==> config.mk <==
export PLATFORM = sky130hd
export DESIGN_NAME = heartbeat_consumer_monitor_unit
export DESIGN_NICKNAME = d
export VERILOG_FILES = /design/src/rtl/hcm_pkg.sv /design/src/rtl/hcm_fifo.sv /design/src/rtl/hcm_front.sv /design/src/rtl/hcm_back.sv /design/src/rtl/heartbeat_consumer_monitor_unit.sv
export SDC_FILE = /design/constraint.sdc
export NUM_CORES = 1
export LEC_CHECK = 0
export BUFFER_PORTS_ARGS = -buffer_cell sky130_fd_sc_hd__buf_2
export CAP_MARGIN = 20
export CORE_MARGIN = 2
export CORE_UTILIZATION = 61
export CTS_CLUSTER_DIAMETER = 120
export DETAILED_ROUTE_END_ITERATION = 8
export PLACE_DENSITY = 0.84
export SLEW_MARGIN = 20
export SYNTH_ARGS = -nofsm -noshare
export SYNTH_HDL_FRONTEND = slang
export SYNTH_SLANG_ARGS = --single-unit
==> constraint.sdc <==
create_clock -name clk -period 3.9 [get_ports clk]
set_input_delay 0.585 -clock clk [delete_from_list [all_inputs] [get_ports clk]]
set_output_delay 0.585 -clock clk [all_outputs]
set_load 0.02 [all_outputs]
==> src/rtl/hcm_pkg.sv <==
// ----------------------------------------------------------------------------
// Heartbeat consumer monitor package
// Shared types and constants for the heartbeat consumer monitor.
// ----------------------------------------------------------------------------
`default_nettype none

package hcm_pkg;

    // Highest node id that may be monitored.
    localparam logic [7:0]  MAX_NODE_ID = 8'd127;

    // Base identifier of heartbeat frames.
    localparam logic [10:0] HB_BASE_ID  = 11'h700;

    // Input request codes.
    localparam logic [1:0]  OP_FRAME     = 2'd0;
    localparam logic [1:0]  OP_TICK      = 2'd1;
    localparam logic [1:0]  OP_SET_STATE = 2'd2;

    // Event codes of result items.
    localparam logic [1:0]  EV_OCCURRED = 2'd0;
    localparam logic [1:0]  EV_RESOLVED = 2'd1;
    localparam logic [1:0]  EV_CHANGED  = 2'd2;

    // Configuration register indexes.
    localparam int unsigned REG_INDEX_W = 2;
    localparam logic [REG_INDEX_W-1:0] REG_NODE_ID    = 2'd0;
    localparam logic [REG_INDEX_W-1:0] REG_TIMEOUT_MS = 2'd1;

    // Width of the configuration write data (widest register).
    localparam int unsigned CFG_DATA_W = 16;

    typedef struct packed {
        logic [1:0]  op;
        logic [10:0] frame_id;
        logic [3:0]  frame_len;
        logic [7:0]  first_byte;
        logic [7:0]  new_state;
    } item_t;

    typedef struct packed {
        logic [1:0] event_kind;
        logic [7:0] node_number;
        logic [7:0] node_state;
    } result_t;

    // Classified work handed from the front end to the back end.
    typedef enum logic [1:0] {
        CMD_HEARTBEAT = 2'd0,
        CMD_TICK      = 2'd1,
        CMD_SET_STATE = 2'd2
    } cmd_kind_t;

    typedef struct packed {
        cmd_kind_t  kind;
        logic [7:0] state;
    } cmd_t;

    // Configuration as seen by the back end.
    typedef struct packed {
        logic [7:0]  node_id;
        logic [15:0] timeout_ms;
        logic        clear;
    } cfg_t;

endpackage

`default_nettype wire

==> src/rtl/hcm_fifo.sv <==
// ----------------------------------------------------------------------------
// Heartbeat consumer monitor queue
// Small synchronous first-in first-out queue of DEPTH entries (DEPTH >= 2).
// ----------------------------------------------------------------------------
`default_nettype none

module hcm_fifo #(
    parameter int unsigned WIDTH = 8,
    parameter int unsigned DEPTH = 2
) (
    input  wire logic             clk,
    input  wire logic             rst_n,
    input  wire logic             push,
    input  wire logic [WIDTH-1:0] wdata,
    output logic                  full,
    input  wire logic             pop,
    output logic [WIDTH-1:0]      rdata,
    output logic                  empty
);

    localparam int unsigned AW = $clog2(DEPTH);
    localparam int unsigned CW = $clog2(DEPTH + 1);

    logic [WIDTH-1:0] slot_reg [DEPTH];
    logic [AW-1:0]    wr_ptr_reg, wr_ptr_next;
    logic [AW-1:0]    rd_ptr_reg, rd_ptr_next;
    logic [CW-1:0]    count_reg, count_next;
    logic             do_push, do_pop;

    assign full    = (count_reg == CW'(DEPTH));
    assign empty   = (count_reg == '0);
    assign do_push = push && !full;
    assign do_pop  = pop && !empty;
    assign rdata   = slot_reg[rd_ptr_reg];

    always_comb
    begin
        wr_ptr_next = wr_ptr_reg;
        rd_ptr_next = rd_ptr_reg;
        count_next  = count_reg;
        if (do_push)
        begin
            wr_ptr_next = (wr_ptr_reg == AW'(DEPTH - 1)) ? '0 : wr_ptr_reg + 1'b1;
        end
        if (do_pop)
        begin
            rd_ptr_next = (rd_ptr_reg == AW'(DEPTH - 1)) ? '0 : rd_ptr_reg + 1'b1;
        end
        if (do_push && !do_pop)
        begin
            count_next = count_reg + 1'b1;
        end
        else if (do_pop && !do_push)
        begin
            count_next = count_reg - 1'b1;
        end
    end

    always_ff @(posedge clk or negedge rst_n)
    begin
        if (!rst_n)
        begin
            wr_ptr_reg <= '0;
            rd_ptr_reg <= '0;
            count_reg  <= '0;
        end
        else
        begin
            wr_ptr_reg <= wr_ptr_next;
            rd_ptr_reg <= rd_ptr_next;
            count_reg  <= count_next;
        end
    end

    always_ff @(posedge clk)
    begin
        if (do_push)
        begin
            slot_reg[wr_ptr_reg] <= wdata;
        end
    end

endmodule

`default_nettype wire

==> src/rtl/hcm_front.sv <==
// ----------------------------------------------------------------------------
// Heartbeat consumer monitor front end
// Holds the configuration registers and sorts incoming requests into work.
// ----------------------------------------------------------------------------
`default_nettype none

module hcm_front (
    input  wire logic                                   clk,
    input  wire logic                                   rst_n,
    input  wire logic                                   wr_en,
    input  wire logic [hcm_pkg::REG_INDEX_W-1:0]        wr_index,
    input  wire logic [hcm_pkg::CFG_DATA_W-1:0]         wr_data,
    input  wire logic                                   push,
    input  wire hcm_pkg::item_t                         item,
    input  wire logic                                   cmd_full,
    output logic                                        cmd_push,
    output hcm_pkg::cmd_t                               cmd,
    output hcm_pkg::cfg_t                               cfg
);

    logic [7:0]  node_id_reg, node_id_next;
    logic [15:0] timeout_ms_reg, timeout_ms_next;
    logic        enabled;
    logic        hb_match;
    logic        accepted;

    // Monitoring is live only for a legal node id and a nonzero timeout.
    assign enabled = (node_id_reg != 8'd0) && (node_id_reg <= hcm_pkg::MAX_NODE_ID)
                     && (timeout_ms_reg != 16'd0);

    assign hb_match = (item.frame_id == hcm_pkg::HB_BASE_ID + 11'(node_id_reg))
                      && (item.frame_len != 4'd0) && !item.first_byte[7];

    assign accepted = push && !cmd_full;

    always_comb
    begin
        node_id_next    = node_id_reg;
        timeout_ms_next = timeout_ms_reg;
        if (wr_en && wr_index == hcm_pkg::REG_NODE_ID)
        begin
            node_id_next = wr_data[7:0];
        end
        if (wr_en && wr_index == hcm_pkg::REG_TIMEOUT_MS)
        begin
            timeout_ms_next = wr_data;
        end
    end

    always_comb
    begin
        cmd_push  = 1'b0;
        cmd.kind  = hcm_pkg::CMD_TICK;
        cmd.state = item.first_byte;
        unique case (item.op)
            hcm_pkg::OP_FRAME:
            begin
                cmd.kind = hcm_pkg::CMD_HEARTBEAT;
                cmd_push = accepted && enabled && hb_match;
            end
            hcm_pkg::OP_TICK:
            begin
                cmd.kind = hcm_pkg::CMD_TICK;
                cmd_push = accepted;
            end
            hcm_pkg::OP_SET_STATE:
            begin
                cmd.kind  = hcm_pkg::CMD_SET_STATE;
                cmd.state = item.new_state;
                cmd_push  = accepted && enabled;
            end
            default:
            begin
                cmd_push = 1'b0;
            end
        endcase
    end

    assign cfg.node_id    = node_id_reg;
    assign cfg.timeout_ms = timeout_ms_reg;
    assign cfg.clear      = wr_en && (wr_index == hcm_pkg::REG_NODE_ID
                                      || wr_index == hcm_pkg::REG_TIMEOUT_MS);

    always_ff @(posedge clk or negedge rst_n)
    begin
        if (!rst_n)
        begin
            node_id_reg    <= '0;
            timeout_ms_reg <= '0;
        end
        else
        begin
            node_id_reg    <= node_id_next;
            timeout_ms_reg <= timeout_ms_next;
        end
    end

endmodule

`default_nettype wire

==> src/rtl/hcm_back.sv <==
// ----------------------------------------------------------------------------
// Heartbeat consumer monitor back end
// Carries out classified work on the node state and timeout, emits events.
// ----------------------------------------------------------------------------
`default_nettype none

module hcm_back (
    input  wire logic            clk,
    input  wire logic            rst_n,
    input  wire hcm_pkg::cfg_t   cfg,
    input  wire hcm_pkg::cmd_t   cmd,
    input  wire logic            cmd_empty,
    output logic                 cmd_pop,
    input  wire logic            res_full,
    output logic                 res_push,
    output hcm_pkg::result_t     res
);

    logic [7:0]  last_state_reg, last_state_next;
    logic        error_flag_reg, error_flag_next;
    logic [15:0] time_left_reg, time_left_next;
    logic        timer_armed_reg, timer_armed_next;

    // Each command may produce a result, so only take one when there is room.
    assign cmd_pop = !cmd_empty && !res_full;

    always_comb
    begin
        last_state_next  = last_state_reg;
        error_flag_next  = error_flag_reg;
        time_left_next   = time_left_reg;
        timer_armed_next = timer_armed_reg;
        res_push         = 1'b0;
        res.event_kind   = hcm_pkg::EV_OCCURRED;
        res.node_number  = cfg.node_id;
        res.node_state   = 8'd0;

        if (cmd_pop)
        begin
            unique case (cmd.kind)
                hcm_pkg::CMD_HEARTBEAT:
                begin
                    last_state_next  = cmd.state;
                    time_left_next   = cfg.timeout_ms;
                    timer_armed_next = 1'b1;
                    if (error_flag_reg)
                    begin
                        error_flag_next = 1'b0;
                        res_push        = 1'b1;
                        res.event_kind  = hcm_pkg::EV_RESOLVED;
                    end
                    else if (last_state_reg != 8'd0 && cmd.state != last_state_reg)
                    begin
                        res_push       = 1'b1;
                        res.event_kind = hcm_pkg::EV_CHANGED;
                        res.node_state = cmd.state;
                    end
                end
                hcm_pkg::CMD_TICK:
                begin
                    if (timer_armed_reg)
                    begin
                        if (time_left_reg > 16'd1)
                        begin
                            time_left_next = time_left_reg - 16'd1;
                        end
                        else
                        begin
                            time_left_next   = 16'd0;
                            timer_armed_next = 1'b0;
                            error_flag_next  = 1'b1;
                            res_push         = 1'b1;
                            res.event_kind   = hcm_pkg::EV_OCCURRED;
                        end
                    end
                end
                hcm_pkg::CMD_SET_STATE:
                begin
                    last_state_next  = cmd.state;
                    time_left_next   = cfg.timeout_ms;
                    timer_armed_next = 1'b1;
                end
                default:
                begin
                    timer_armed_next = timer_armed_reg;
                end
            endcase
        end

        // A register write starts the monitor afresh.
        if (cfg.clear)
        begin
            last_state_next  = 8'd0;
            error_flag_next  = 1'b0;
            time_left_next   = 16'd0;
            timer_armed_next = 1'b0;
        end
    end

    always_ff @(posedge clk or negedge rst_n)
    begin
        if (!rst_n)
        begin
            last_state_reg  <= '0;
            error_flag_reg  <= 1'b0;
            time_left_reg   <= '0;
            timer_armed_reg <= 1'b0;
        end
        else
        begin
            last_state_reg  <= last_state_next;
            error_flag_reg  <= error_flag_next;
            time_left_reg   <= time_left_next;
            timer_armed_reg <= timer_armed_next;
        end
    end

    // An armed timer always has time left to count.
    assert property (@(posedge clk) disable iff (!rst_n)
        timer_armed_reg |-> (time_left_reg != 16'd0))
        else $error("armed timer with no time left");

    // An expiry event leaves the timer disarmed and the error raised.
    assert property (@(posedge clk) disable iff (!rst_n)
        (res_push && res.event_kind == hcm_pkg::EV_OCCURRED && !cfg.clear)
        |=> (!timer_armed_reg && error_flag_reg))
        else $error("expiry event without error state");

    // A resolved event clears the error and re-arms the timer.
    assert property (@(posedge clk) disable iff (!rst_n)
        (res_push && res.event_kind == hcm_pkg::EV_RESOLVED && !cfg.clear)
        |=> (!error_flag_reg && timer_armed_reg))
        else $error("resolved event left error pending");

    // No event is produced without taking a command.
    assert property (@(posedge clk) disable iff (!rst_n)
        res_push |-> cmd_pop)
        else $error("event produced without a command");

endmodule

`default_nettype wire

==> src/rtl/heartbeat_consumer_monitor_unit.sv <==
// ----------------------------------------------------------------------------
// Heartbeat consumer monitor
// Watches the heartbeats of one remote node and reports timeout events.
// ----------------------------------------------------------------------------
// Requests arrive on a queue-like port: a request is taken on a rising edge
// with push high and full low. Each request is a received frame, a millisecond
// tick or a local set of the node state. Events leave through a second
// queue-like port: the oldest event sits on result while empty is low and is
// removed on an edge with pop high.
// The front end checks each request against the configuration and drops those
// that cannot matter; the rest go through a short command queue to the back
// end, which updates the node state and the one-shot timeout and writes any
// event into the result queue. One request is taken every cycle while full is
// low; the command behind an event passes through the command queue, and the
// event then through the result queue, before it can be popped.
// After reset both registers are zero, so monitoring is off, and the state is
// cleared. When the receiver stops popping, the result queue fills, the back
// end waits, then the command queue fills and full rises; nothing is lost.
// Configuration writes take effect at once and clear the monitor state. The
// user must make them only while no request is in flight; nothing enforces it.
// ----------------------------------------------------------------------------
`default_nettype none

module heartbeat_consumer_monitor_unit #(
    parameter int unsigned CMD_QUEUE_DEPTH    = 2,
    parameter int unsigned RESULT_QUEUE_DEPTH = 2
) (
    input  wire logic                               clk,
    input  wire logic                               rst_n,
    input  wire logic                               wr_en,
    input  wire logic [hcm_pkg::REG_INDEX_W-1:0]    wr_index,
    input  wire logic [hcm_pkg::CFG_DATA_W-1:0]     wr_data,
    input  wire logic                               push,
    input  wire hcm_pkg::item_t                     item,
    output logic                                    full,
    input  wire logic                               pop,
    output hcm_pkg::result_t                        result,
    output logic                                    empty
);

    localparam int unsigned CMD_W = $bits(hcm_pkg::cmd_t);
    localparam int unsigned RES_W = $bits(hcm_pkg::result_t);

    hcm_pkg::cfg_t    cfg;
    hcm_pkg::cmd_t    cmd_in;
    hcm_pkg::cmd_t    cmd_out;
    hcm_pkg::result_t res_in;
    logic [CMD_W-1:0] cmd_out_bits;
    logic [RES_W-1:0] result_bits;
    logic             cmd_push;
    logic             cmd_pop;
    logic             cmd_full;
    logic             cmd_empty;
    logic             res_push;
    logic             res_full;

    // Full tracks the command queue: a request the front end drops still
    // needs the port to be free, which keeps acceptance simple.
    assign full = cmd_full;

    hcm_front u_front (
        .clk      (clk),
        .rst_n    (rst_n),
        .wr_en    (wr_en),
        .wr_index (wr_index),
        .wr_data  (wr_data),
        .push     (push),
        .item     (item),
        .cmd_full (cmd_full),
        .cmd_push (cmd_push),
        .cmd      (cmd_in),
        .cfg      (cfg)
    );

    hcm_fifo #(
        .WIDTH (CMD_W),
        .DEPTH (CMD_QUEUE_DEPTH)
    ) u_cmd_queue (
        .clk   (clk),
        .rst_n (rst_n),
        .push  (cmd_push),
        .wdata (CMD_W'(cmd_in)),
        .full  (cmd_full),
        .pop   (cmd_pop),
        .rdata (cmd_out_bits),
        .empty (cmd_empty)
    );

    assign cmd_out = hcm_pkg::cmd_t'(cmd_out_bits);

    hcm_back u_back (
        .clk       (clk),
        .rst_n     (rst_n),
        .cfg       (cfg),
        .cmd       (cmd_out),
        .cmd_empty (cmd_empty),
        .cmd_pop   (cmd_pop),
        .res_full  (res_full),
        .res_push  (res_push),
        .res       (res_in)
    );

    hcm_fifo #(
        .WIDTH (RES_W),
        .DEPTH (RESULT_QUEUE_DEPTH)
    ) u_result_queue (
        .clk   (clk),
        .rst_n (rst_n),
        .push  (res_push),
        .wdata (RES_W'(res_in)),
        .full  (res_full),
        .pop   (pop),
        .rdata (result_bits),
        .empty (empty)
    );

    assign result = hcm_pkg::result_t'(result_bits);

endmodule

`default_nettype wire

==> results of run 1 <==
==> cell usage after synthesis (4+ instances only) <==
library cell,count
a31oi_1,8
nand2_1,21
a22oi_1,4
inv_1,9
mux2i_2,5
o21ai_1,4
xor2_1,14
edfxtp_1,56
a21oi_1,11
dfrtp_1,58
a211oi_1,9
clkbuf_1,11
nor2_1,44
ha_1,4
nor4_1,13
nand3_1,11
mux2_2,50
nor2b_1,5
nor3_1,10
o21ai_0,17
xnor2_1,14
==> final timing paths <==
check                                        from                          end  slack, ps  cells past startpoint
max                        u_cmd_queue.rd_ptr_reg  u_result_queue.count_reg[1]       1110                     10
max reg2reg                u_cmd_queue.rd_ptr_reg  u_result_queue.count_reg[1]       1110                     10
min in group clk                      wr_data[14]   u_front.timeout_ms_reg[14]        310                      2
min reg2reg                u_cmd_queue.wr_ptr_reg       u_cmd_queue.wr_ptr_reg        500                      1
max in group asynchronous                   rst_n       u_front.node_id_reg[7]       3180                      2
min                                         rst_n   u_front.timeout_ms_reg[12]         90                      1
==> power by group through the flow <==
stage | Clock (mW) | Combinational (mW) | Sequential (mW)
after floorplan | 0 | 1.38 | 1.82
after global placement | 0 | 1.60 | 1.94
after detailed placement | 0 | 1.66 | 1.96
after CTS | 1.46 | 1.71 | 1.95
after global routing | 1.52 | 1.88 | 2.00
final | 1.45 | 1.72 | 1.96
==> routing by layer <==
metal  vias up  track usage [%]
li1       1745                -
met1      1908            35.54
met2       172            43.54
met3        20            6.331
met4         0            7.367
met5         -                0
==> area by class of cell <==
type | instances | area (sq um) | area share (%)
clock inverters | 13 | 138.9 | 2.195
repair buffers | 80 | 415.4 | 6.566
multi-input cells | 284 | 2048 | 32.38
well taps | 105 | 131.4 | 2.077
inverters | 10 | 37.54 | 0.5934
flip-flops and latches | 114 | 3133 | 49.53
clock buffers | 19 | 421.7 | 6.665
==> worst max-delay path, delay by kind of cell (launching register included) <==
kind / cells / cell delay, ps
compound gates: 2 / 320
xor+xnor: 3 / 410
fa+ha+maj: 1 / 180
buf+inv: 1 / 40
flops: 1 / 870
mux: 1 / 450
simple gates: 2 / 430
==> logic make-up (layout without fill, tap and decap cells) <==
group	count (synthesis)	after routing	synth area share [%]
AO/OA/AOI/OAI	75	75	9.568
adder cells (fa/ha/maj)	4	4	0.9450
buffers and inverters	26	122	2.173
AND/OR/NAND/NOR	119	119	11.03
flip-flops	114	114	59.15
multiplexers	58	58	12.50
XOR/XNOR	28	28	4.630
==> placed cells by master (no fill, tap or decap), drive strengths merged, types with 2 or more instances in the layout <==
cell and count:
buf 80, dfrtp 58, edfxtp 56, mux2 50, nor2 44, nand2 21, o21ai 21, clkbuf 19
nor4 16, xnor2 14, xor2 14, a21oi 13, nand3 11, nor3 11, inv 11, a211oi 9
a31oi 8, mux2i 8, clkinv 8, nor2b 5, a22oi 4, ha 4, nand4 3, a221oi 3
a32o 3, o22ai 3, nand2b 2, o41ai 2, clkinvlp 2, bufinv 2, o21bai 2
==> run summary, run 1 <==
I/O Pins -> 76
worst path cell trace -> mux2i_1 -> xnor2_1 -> nor4_2 -> a21oi_2 -> o21bai_4 -> inv_2 -> ha_1 -> xor2_1 -> nor2_1 -> xnor2_1
WL final -> 11880 um
switching share of total power -> 37.17%
DP HPWL -> 7725 um
Leak -> 2.546 nW
setup bufs post-CTS -> 0
Fmax -> 358.5 MHz
Ys Warns -> 0
Clock Pin Slew Worst Setup and Hold Paths -> 50 ps
Most used DFF post-synth -> dfrtp_1
Top Layer Used -> met4
Mapped Cells -> 424
# fillers -> 532
hold slack -> 88.76 ps
core area -> 8299 sq um
pwr/cell area -> 811.3 nW/um^2
fraction of layout cells with a size suffix above 1 -> 33.65%
max-cap violations -> 0
maximum vdd drop -> 0.0004887 V
Setup TNS Final -> 0 ps
Async SR Flop Fraction -> 50.88%
RSZ-0062 raised after global routing -> no
antenna-violating nets left -> 0
max reg flops -> 36
fin crit period -> 2789 ps
leading area contributor after synthesis -> edfxtp_1
critical-path maximum fanout -> 18
PortBufs -> 75
CP max stage delay -> 870 ps
synthesized flop and latch total -> 114
Bufs on Longest Clock Path -> 2
full die area -> 9444 sq um
row cnt -> 33
number of global-route vias before repair -> 3859
final hold vios -> 0
Final Core Density -> 76.22%
Area growth, synth to finish -> 19.44%
pin count of the biggest net entering global routing -> 46
Internal -> 3.225 mW
Worst path slowest cell -> dfrtp_1
worst min path class -> in -> async
first-pass GRT wire length -> 19760 um
Die Y -> 97.18 um
Finished Layout Cells -> 625
Worst-Skew Late Latency -> 510 ps
Synth top area share -> 31.75%
NumNets Final -> 567
CTS root buf -> clkbuf_8
setup ws final -> 1111 ps
syn avg cell area -> 12.49 sq um
Post-Synthesis Cell Area -> 5296 sq um
RePlAce Congestion -> 0.8908
WS Path Type -> reg -> reg
Slew HR -> 33.85%
CTS Buf Count -> 17
CP Data Arrival Time -> 3210 ps
Worst Path Required -> 4320 ps
post-synthesis sequential area ratio -> 59.15%
syn_nets -> 484
Met3 Wirelength -> 795 um
wire length on met1 -> 4979 um
TritonCTS clock tree -> yes
die extent in x -> 97.18 um
design area -> 6326 sq um
sequential power share -> 38.2%
DRC Markers -> 0
worst slack, placed -> 1178 ps
share of the clock period used by the worst path -> 71.51%
Final setup violation count -> 0
Total GRT Usage -> 26.47%
Clock Sinks -> 114
worst clock skew -> 8.464 ps
dpl cells -> 593
EDFF count, synth -> 56
Pwr Total -> 5.133 mW
Crit. End Element -> register
CP startpoint kind -> register
routed len/inst -> 19.01 um
Comb pwr share -> 33.5%
most frequent CP cell -> xnor2_1
Hold-fix buffers, CTS -> 0
Cell variety after synth -> 51
Initial Utilization -> 63.82%
Post-DP Area -> 5763 sq um
switching power total -> 1.908 mW
CTS H-Tree Depth -> 4
Slew @ Worst Pin -> 990.2 ps
vias per cell -> 6.152
Via Count -> 3845
Pins Over Slew Limit -> 0
initial antenna violation count -> 0
Resized Gates After CTS -> 0
outcome -> finished clean
metal2 WL -> 5961 um
diode count -> 0
ranking of synthesized cells by area -> edfxtp_1 32%, dfrtp_1 27%, mux2_2 11%
Clock Power Share -> 28.3%
DR iter-0 viols -> 320
total grt overflow -> 0
router iterations before antenna repair -> 7
Note: power is estimated with default switching activity, not from simulation.
==> inputs of run 2 (changes only) <==
--- a/config.mk
+++ b/config.mk
@@ -8,10 +8,10 @@
 export BUFFER_PORTS_ARGS = -buffer_cell sky130_fd_sc_hd__buf_2
 export CAP_MARGIN = 20
 export CORE_MARGIN = 2
-export CORE_UTILIZATION = 61
+export CORE_UTILIZATION = 52
 export CTS_CLUSTER_DIAMETER = 120
 export DETAILED_ROUTE_END_ITERATION = 8
-export PLACE_DENSITY = 0.84
+export PLACE_DENSITY = 0.76
 export SLEW_MARGIN = 20
 export SYNTH_ARGS = -nofsm -noshare
 export SYNTH_HDL_FRONTEND = slang
==> constraint.sdc (replaced) <==
create_clock -name clk -period 2.3 [get_ports clk]
set_input_delay 0.345 -clock clk [delete_from_list [all_inputs] [get_ports clk]]
set_output_delay 0.345 -clock clk [all_outputs]
set_load 0.02 [all_outputs]
==> run 2 against run 1 <==
Net effect:
- worst setup slack lost 1100 ps
- highest routed layer unchanged
- total power grew 95%
- clock-buffer cell count shrank 2
- via count grew 5.0%
- global-route usage shrank 2.5 points
- register-to-register slack lost 1100 ps
- die area grew 17%
- clock skew is essentially flat
- non-clock buffer count grew 36
- critical path type unchanged
- sequential share of layout area shrank 4.3 points
- largest power group is now combinational cells
- routed wire length grew 10%
==> run summary, run 2 (synthesis results as in run 1) <==
outcome -> finished clean
hold slack -> 40.57 ps (-48.19 ps)
Slew HR -> 54.92% (+21 points)
pin count of the biggest net entering global routing -> 36 (-22%)
first-pass GRT wire length -> 20260 um (+2.5%)
worst slack, placed -> 77.88 ps (-1100 ps)
CP max stage delay -> 380 ps (-490 ps)
CTS H-Tree Depth -> 4 (unchanged)
worst path buffer plus inverter count -> 2 (+1)
max-cap violations -> 0 (unchanged)
Pins Over Slew Limit -> 0 (unchanged)
worst clock skew -> 8.355 ps (-0.1088 ps)
pwr/cell area -> 1441 nW/um^2 (+78%)
RSZ-0062 raised after global routing -> yes
dpl cells -> 649 (+9.4%)
row cnt -> 36 (+9.1%)
Critical R2R Launch -> u_cmd_queue.rd_ptr_reg
fraction of layout cells with a size suffix above 1 -> 40.65% (+7.0 points)
Final Core Density -> 70.62% (-5.6 points)
Worst-Skew Late Latency -> 530 ps (+20 ps)
most frequent cells in the layout -> 75 x buf_2, 56 x dfrtp_1, 56 x edfxtp_1, 50 x mux2_2, 41 x nor2_1
Bufs on Longest Clock Path -> 2 (unchanged)
Worst setup startpoint -> u_cmd_queue.rd_ptr_reg
DR iter-0 viols -> 393 (+23%)
DRC Markers -> 0 (unchanged)
fin crit period -> 2270 ps (-519.4 ps)
switching power total -> 3.463 mW (+81%)
initial antenna violation count -> 0 (unchanged)
Setup TNS Final -> 0 ps (unchanged)
CP startpoint kind -> register
Clock Power Share -> 31.3% (+3.0 points)
WS Path Type -> reg -> reg
routed len/inst -> 18.98 um (-0.13%)
maximum vdd drop -> 0.0007079 V (+45%)
diode count -> 0 (unchanged)
CP Data Arrival Time -> 2720 ps (-490 ps)
PortBufs -> 75 (unchanged)
die extent in x -> 104.9 um (+8.0%)
Clock Sinks -> 114 (unchanged)
max reg flops -> 36 (unchanged)
crit-path leading delay family -> simple AND/OR/NAND/NOR gates
CTS root buf -> clkbuf_8
router iterations before antenna repair -> 5 (-2)
I/O Pins -> 76 (unchanged)
Total GRT Usage -> 23.99% (-2.5 points)
NumNets Final -> 603 (+6.3%)
Crit. End Element -> register
WL final -> 13080 um (+10%)
hold_sp -> wr_data[8]
total grt overflow -> 0 (unchanged)
Leak -> 2.813 nW (+10%)
Slew @ Worst Pin -> 676.3 ps (-314.0 ps)
worst path cell trace -> buf_12 -> mux2i_4 -> xnor2_1 -> nor4_2 -> a21oi_2 -> o21bai_4 -> inv_2 -> ha_4 -> xor2_1 -> nor2_1 -> xnor2_1
number of global-route vias before repair -> 3942 (+2.2%)
RePlAce Congestion -> 0.8563 (-3.9%)
antenna-violating nets left -> 0 (unchanged)
Area growth, synth to finish -> 30.92%
commonest non-fill, non-tap cell in the layout -> buf_2
final hold vios -> 0 (unchanged)
Clock Pin Slew Worst Setup and Hold Paths -> 60 ps (about the same)
Worst path slowest cell -> dfrtp_1
vias per cell -> 5.859 (-4.8%)
design area -> 6934 sq um (+9.6%)
sequential power share -> 32.8% (-5.4 points)
DP HPWL -> 8292 um (+7.3%)
switching share of total power -> 34.65% (-2.5 points)
setup ws final -> 30.36 ps (-1081 ps)
full die area -> 11010 sq um (+17%)
Post-DP Area -> 6051 sq um (+5.0%)
# fillers -> 648 (+22%)
Worst Path Required -> 2750 ps (-1570 ps)
TritonCTS clock tree -> yes
Initial Utilization -> 53.94% (-9.9 points)
Finished Layout Cells -> 689 (+10%)
Fmax -> 440.6 MHz (+23%)
most frequent CP cell -> xnor2_1
Via Count -> 4037 (+5.0%)
Internal -> 6.532 mW (+100%)
Pwr Total -> 9.995 mW (+95%)
core area -> 9819 sq um (+18%)
critical-path maximum fanout -> 8 (-10)
CTS Buf Count -> 17 (unchanged)
Die Y -> 104.9 um (+8.0%)
worst min path class -> in -> reg
Final setup violation count -> 0 (unchanged)
Comb pwr share -> 35.9% (+2.4 points)
share of the clock period used by the worst path -> 98.68% (+27 points)
## run 2: path summary, 6_finish.rpt
kind,end,slack [ps],cells after the start
setup / recovery,u_result_queue.count_reg[1],30,11
hold / removal,u_front.timeout_ms_reg[8],40,2
setup reg to reg,u_result_queue.count_reg[1],30,11
hold reg to reg,u_cmd_queue.wr_ptr_reg,480,1
max in group asynchronous,u_result_queue.rd_ptr_reg,1270,3
min in group asynchronous,u_front.timeout_ms_reg[8],380,2
## run 2: worst register-to-register path, stage by stage, from the launching register on
cell	delay, ps
dfrtp_1	380
buf_12	170
mux2i_4	270
xnor2_1	110
nor4_2	330
a21oi_2	120
o21bai_4	160
inv_2	60
ha_4	150
xor2_1	150
nor2_1	160
xnor2_1	130
## run 2: repair_timing
| item | 4_1_cts | 5_1_grt |
|---|---|---|
| setup endpoints to repair | 18 | 48 |
| cloned | 0 | 2 |
| hold buffers | 1 | 0 |
| hold endpoints to repair | 23 | 0 |
| pin swaps | 0 | 9 |
| resized for setup | 1 | 25 |
| setup buffers | 0 | 5 |
## run 2: per-layer routing
layer / global-route usage, % / vias to the layer above / share of wire (%)
li1: - / 1819 / -
met1: 31.09 / 1983 / 41
met2: 37.94 / 197 / 50
met3: 7.548 / 38 / 6.8
met4: 9.048 / 0 / 2.5
met5: 0 / - / 0
## run 2: area by class of cell
class | count | area, sq um | area share, %
clock buffers | 17 | 414.1 | 5.973
clock inverters | 15 | 284.0 | 4.096
multi-input cells | 284 | 2158 | 31.13
flip-flops and latches | 114 | 3136 | 45.22
repair buffers | 116 | 738.2 | 10.65
inverters | 10 | 37.54 | 0.5413
well taps | 133 | 166.4 | 2.400
## run 2: power by group through the flow
stage          registers, mW  clock network, mW  logic [mW]
2_1_floorplan           3.08                  0        2.34
3_3_place_gp            3.21                  0        3.16
3_5_place_dp            3.24                  0        3.24
4_1_cts                 3.23               3.14        3.31
5_1_grt                 3.34               3.24        3.88
6_report                3.28               3.13        3.59
==> inputs of run 3 (changes only) <==
--- a/config.mk
+++ b/config.mk
@@ -8,10 +8,11 @@
 export BUFFER_PORTS_ARGS = -buffer_cell sky130_fd_sc_hd__buf_2
 export CAP_MARGIN = 20
 export CORE_MARGIN = 2
-export CORE_UTILIZATION = 52
+export CORE_UTILIZATION = 54
+export CTS_BUF_LIST = sky130_fd_sc_hd__clkbuf_4 sky130_fd_sc_hd__clkbuf_8
 export CTS_CLUSTER_DIAMETER = 120
 export DETAILED_ROUTE_END_ITERATION = 8
-export PLACE_DENSITY = 0.76
+export PLACE_DENSITY = 0.79
 export SLEW_MARGIN = 20
 export SYNTH_ARGS = -nofsm -noshare
 export SYNTH_HDL_FRONTEND = slang
==> run 3 against run 2 <==
Net effect:
- first-iteration DRC count decreased by 38%
- total power decreased by 16%
- die area decreased by 3.6%
- cell count decreased by 0.58%
- via count decreased by 2.6%
- global-route usage decreased by 0.52 points
- non-clock buffer count decreased by 4
- clock skew increased by 1.1 ps
- sequential cell count unchanged
- clock power decreased by 45%
- maximum frequency increased by 3.0%
- combinational power decreased by 3%
- largest cell class unchanged
==> run summary, run 3 (synthesis results as in run 1) <==
DRC Markers -> 0 (unchanged)
initial antenna violation count -> 0 (unchanged)
CTS Buf Count -> 17 (unchanged)
Worst Path Required -> 2440 ps (-310 ps)
Pwr Total -> 8.430 mW (-16%)
CP startpoint kind -> register
DR iter-0 viols -> 242 (-38%)
CTS H-Tree Depth -> 4 (unchanged)
NumNets Final -> 599 (-0.66%)
worst min path class -> in -> reg
commonest non-fill, non-tap cell in the layout -> buf_2
Bufs on Longest Clock Path -> 2 (unchanged)
routed len/inst -> 17.44 um (-8.1%)
Clock Pin Slew Worst Setup and Hold Paths -> 70 ps (about the same)
antenna-violating nets left -> 0 (unchanged)
row cnt -> 36 (unchanged)
worst r2r path cells -> 8 (-3)
Worst path slowest cell -> dfrtp_1
hold path depth -> 2 (unchanged)
met3 Usage GRT -> 6.915% (-0.63 points)
Fmax -> 453.9 MHz (+3.0%)
max reg flops -> 36 (unchanged)
Final setup violation count -> 0 (unchanged)
worst slack, placed -> 45.36 ps (-32.52 ps)
vias per cell -> 5.739 (-2.1%)
RePlAce Congestion -> 0.8619 (+0.65%)
hold_sp -> wr_data[13]
Die Y -> 103.0 um (-1.8%)
Total GRT Usage -> 23.47% (-0.52 points)
worst clock skew -> 9.486 ps (+1.131 ps)
Pins Over Slew Limit -> 0 (unchanged)
worst hold endpoint -> u_front.timeout_ms_reg[13]
share of the clock period used by the worst path -> 95.79% (-2.9 points)
WL final -> 11950 um (-8.7%)
GR peak layer -> met2
full die area -> 10620 sq um (-3.6%)
Leak -> 2.649 nW (-5.8%)
CP max stage delay -> 420 ps (+40 ps)
diode count -> 0 (unchanged)
PortBufs -> 75 (unchanged)
pin count of the biggest net entering global routing -> 23 (-36%)
first-pass GRT wire length -> 18270 um (-9.8%)
setup ws final -> 96.78 ps (+66.42 ps)
Via Count -> 3931 (-2.6%)
Initial Utilization -> 54.95% (+1.0 points)
DP HPWL -> 8490 um (+2.4%)
number of global-route vias before repair -> 3789 (-3.9%)
RSZ-0062 raised after global routing -> yes
Slew HR -> 49.53% (-5.4 points)
pwr/cell area -> 1287 nW/um^2 (-11%)
R2R Path End -> u_result_queue.slot_reg[1][8]
core area -> 9639 sq um (-1.8%)
I/O Pins -> 76 (unchanged)
GR Util met1 -> 31.02% (-0.070 points)
total grt overflow -> 0 (unchanged)
router iterations before antenna repair -> 5 (unchanged)
met2 usage -> 36.01% (-1.9 points)
final hold vios -> 0 (unchanged)
TritonCTS clock tree -> yes
CTS root buf -> clkbuf_8
maximum vdd drop -> 0.0004518 V (-36%)
CP Data Arrival Time -> 2340 ps (-380 ps)
max-cap violations -> 0 (unchanged)
die extent in x -> 103.0 um (-1.8%)
Critical R2R Launch -> u_back.time_left_reg[13]
outcome -> finished clean
Clock Sinks -> 114 (unchanged)
critical-path maximum fanout -> 18 (+10)
most frequent cells in the layout -> 75 x buf_2, 56 x dfrtp_1, 56 x edfxtp_1, 50 x mux2_2, 42 x nor2_1
Area growth, synth to finish -> 23.72%
WS Path Type -> reg -> reg
Crit. End Element -> register
Slew @ Worst Pin -> 757.1 ps (+80.78 ps)
worst path cell trace -> nor3_1 -> nand4_1 -> or2_1 -> o22ai_2 -> o21bai_4 -> buf_4 -> nor2_2 -> buf_12
Worst-Skew Late Latency -> 440 ps (-90 ps)
fin crit period -> 2203 ps (-66.42 ps)
crit-path leading delay family -> simple AND/OR/NAND/NOR gates
reg2reg setup slack -> 100 ps (+70 ps)
worst path buffer plus inverter count -> 2 (unchanged)
fraction of layout cells with a size suffix above 1 -> 39.67% (-0.97 points)
[run 3: changes by cell type in the layout (fill, tap and decap cells not counted), sizes merged]
cell    before  now
buf        115  111
bufinv       8    1
clkbuf      17   25
clkinv       4    5
inv         12   10
[run 3: layout make-up]
cell class,instances,area (sq um)
tap,133,166.4
clock inverter,7,62.56
timing repair buffer,112,718.2
multi-input combinational,284,2132
inverter,10,37.54
fill,719,3087
sequential,114,3136
clock buffer,25,300.3
[run 3: per-layer routing]
layer | wire, um | share of wire, %
met5 | 0 | 0
met4 | 349 | 2.9
met3 | 631 | 5.3
met2 | 5744 | 48
met1 | 5223 | 44
[run 3: power by group]
part / total [mW] / internal (mW) / switching [mW]
Clock: 1.72 / 0.954 / 0.761
Combinational: 3.48 / 1.58 / 1.90
Sequential: 3.23 / 2.75 / 0.488
[run 3: worst max path at each step]
| stage | slack (ps) | cells past startpoint | endpoint | from |
|---|---|---|---|---|
| 6_report | 100 | 8 | u_result_queue.slot_reg[1][8] | u_back.time_left_reg[13] |
| 5_1_grt | -40 | 11 | u_result_queue.count_reg[1] | u_cmd_queue.rd_ptr_reg |
| 4_1_cts | 3 | 2 | result[5] | u_result_queue.rd_ptr_reg |
| 3_5_place_dp | 50 | 9 | u_cmd_queue.count_reg[1] | u_front.node_id_reg[0] |
| 3_3_place_gp | 100 | 8 | u_result_queue.slot_reg[1][14] | u_back.time_left_reg[11] |
| 2_1_floorplan | -40 | 6 | u_result_queue.slot_reg[0][0] | u_back.time_left_reg[5] |
[run 3: per-stage QoR]
| step | setup TNS (ps) | util, % | hold WS (ps) | instance area [sq um] | std cells |
|---|---|---|---|---|---|
| after floorplan | -1510 | - | 49.41 | 5301 | 424 |
| after global placement | 0 | 62.90 | 330.6 | 6063 | 649 |
| after detailed placement | 0 | 62.90 | 323.0 | 6063 | 649 |
| after CTS | 0 | 66.77 | 111.7 | 6436 | 682 |
| after global routing | -40.93 | 67.98 | 118.6 | 6553 | 685 |
| final | 0 | 67.98 | 136.2 | 6553 | 685 |
[run 3: worst register-to-register path, delay by kind of cell (launching register included)]
kind                   cells  cell delay, ps
AOI/OAI and AO/OA          2             260
buffers and inverters      2             320
DFF                        1             420
and+or+nand+nor            4             910
[run 3: timing repair]
action                     CTS  global route
hold buffers                 1             0
gates resized for setup      0            14
setup endpoints to repair    0            66
setup buffers                0             3
hold endpoints to repair    18             0
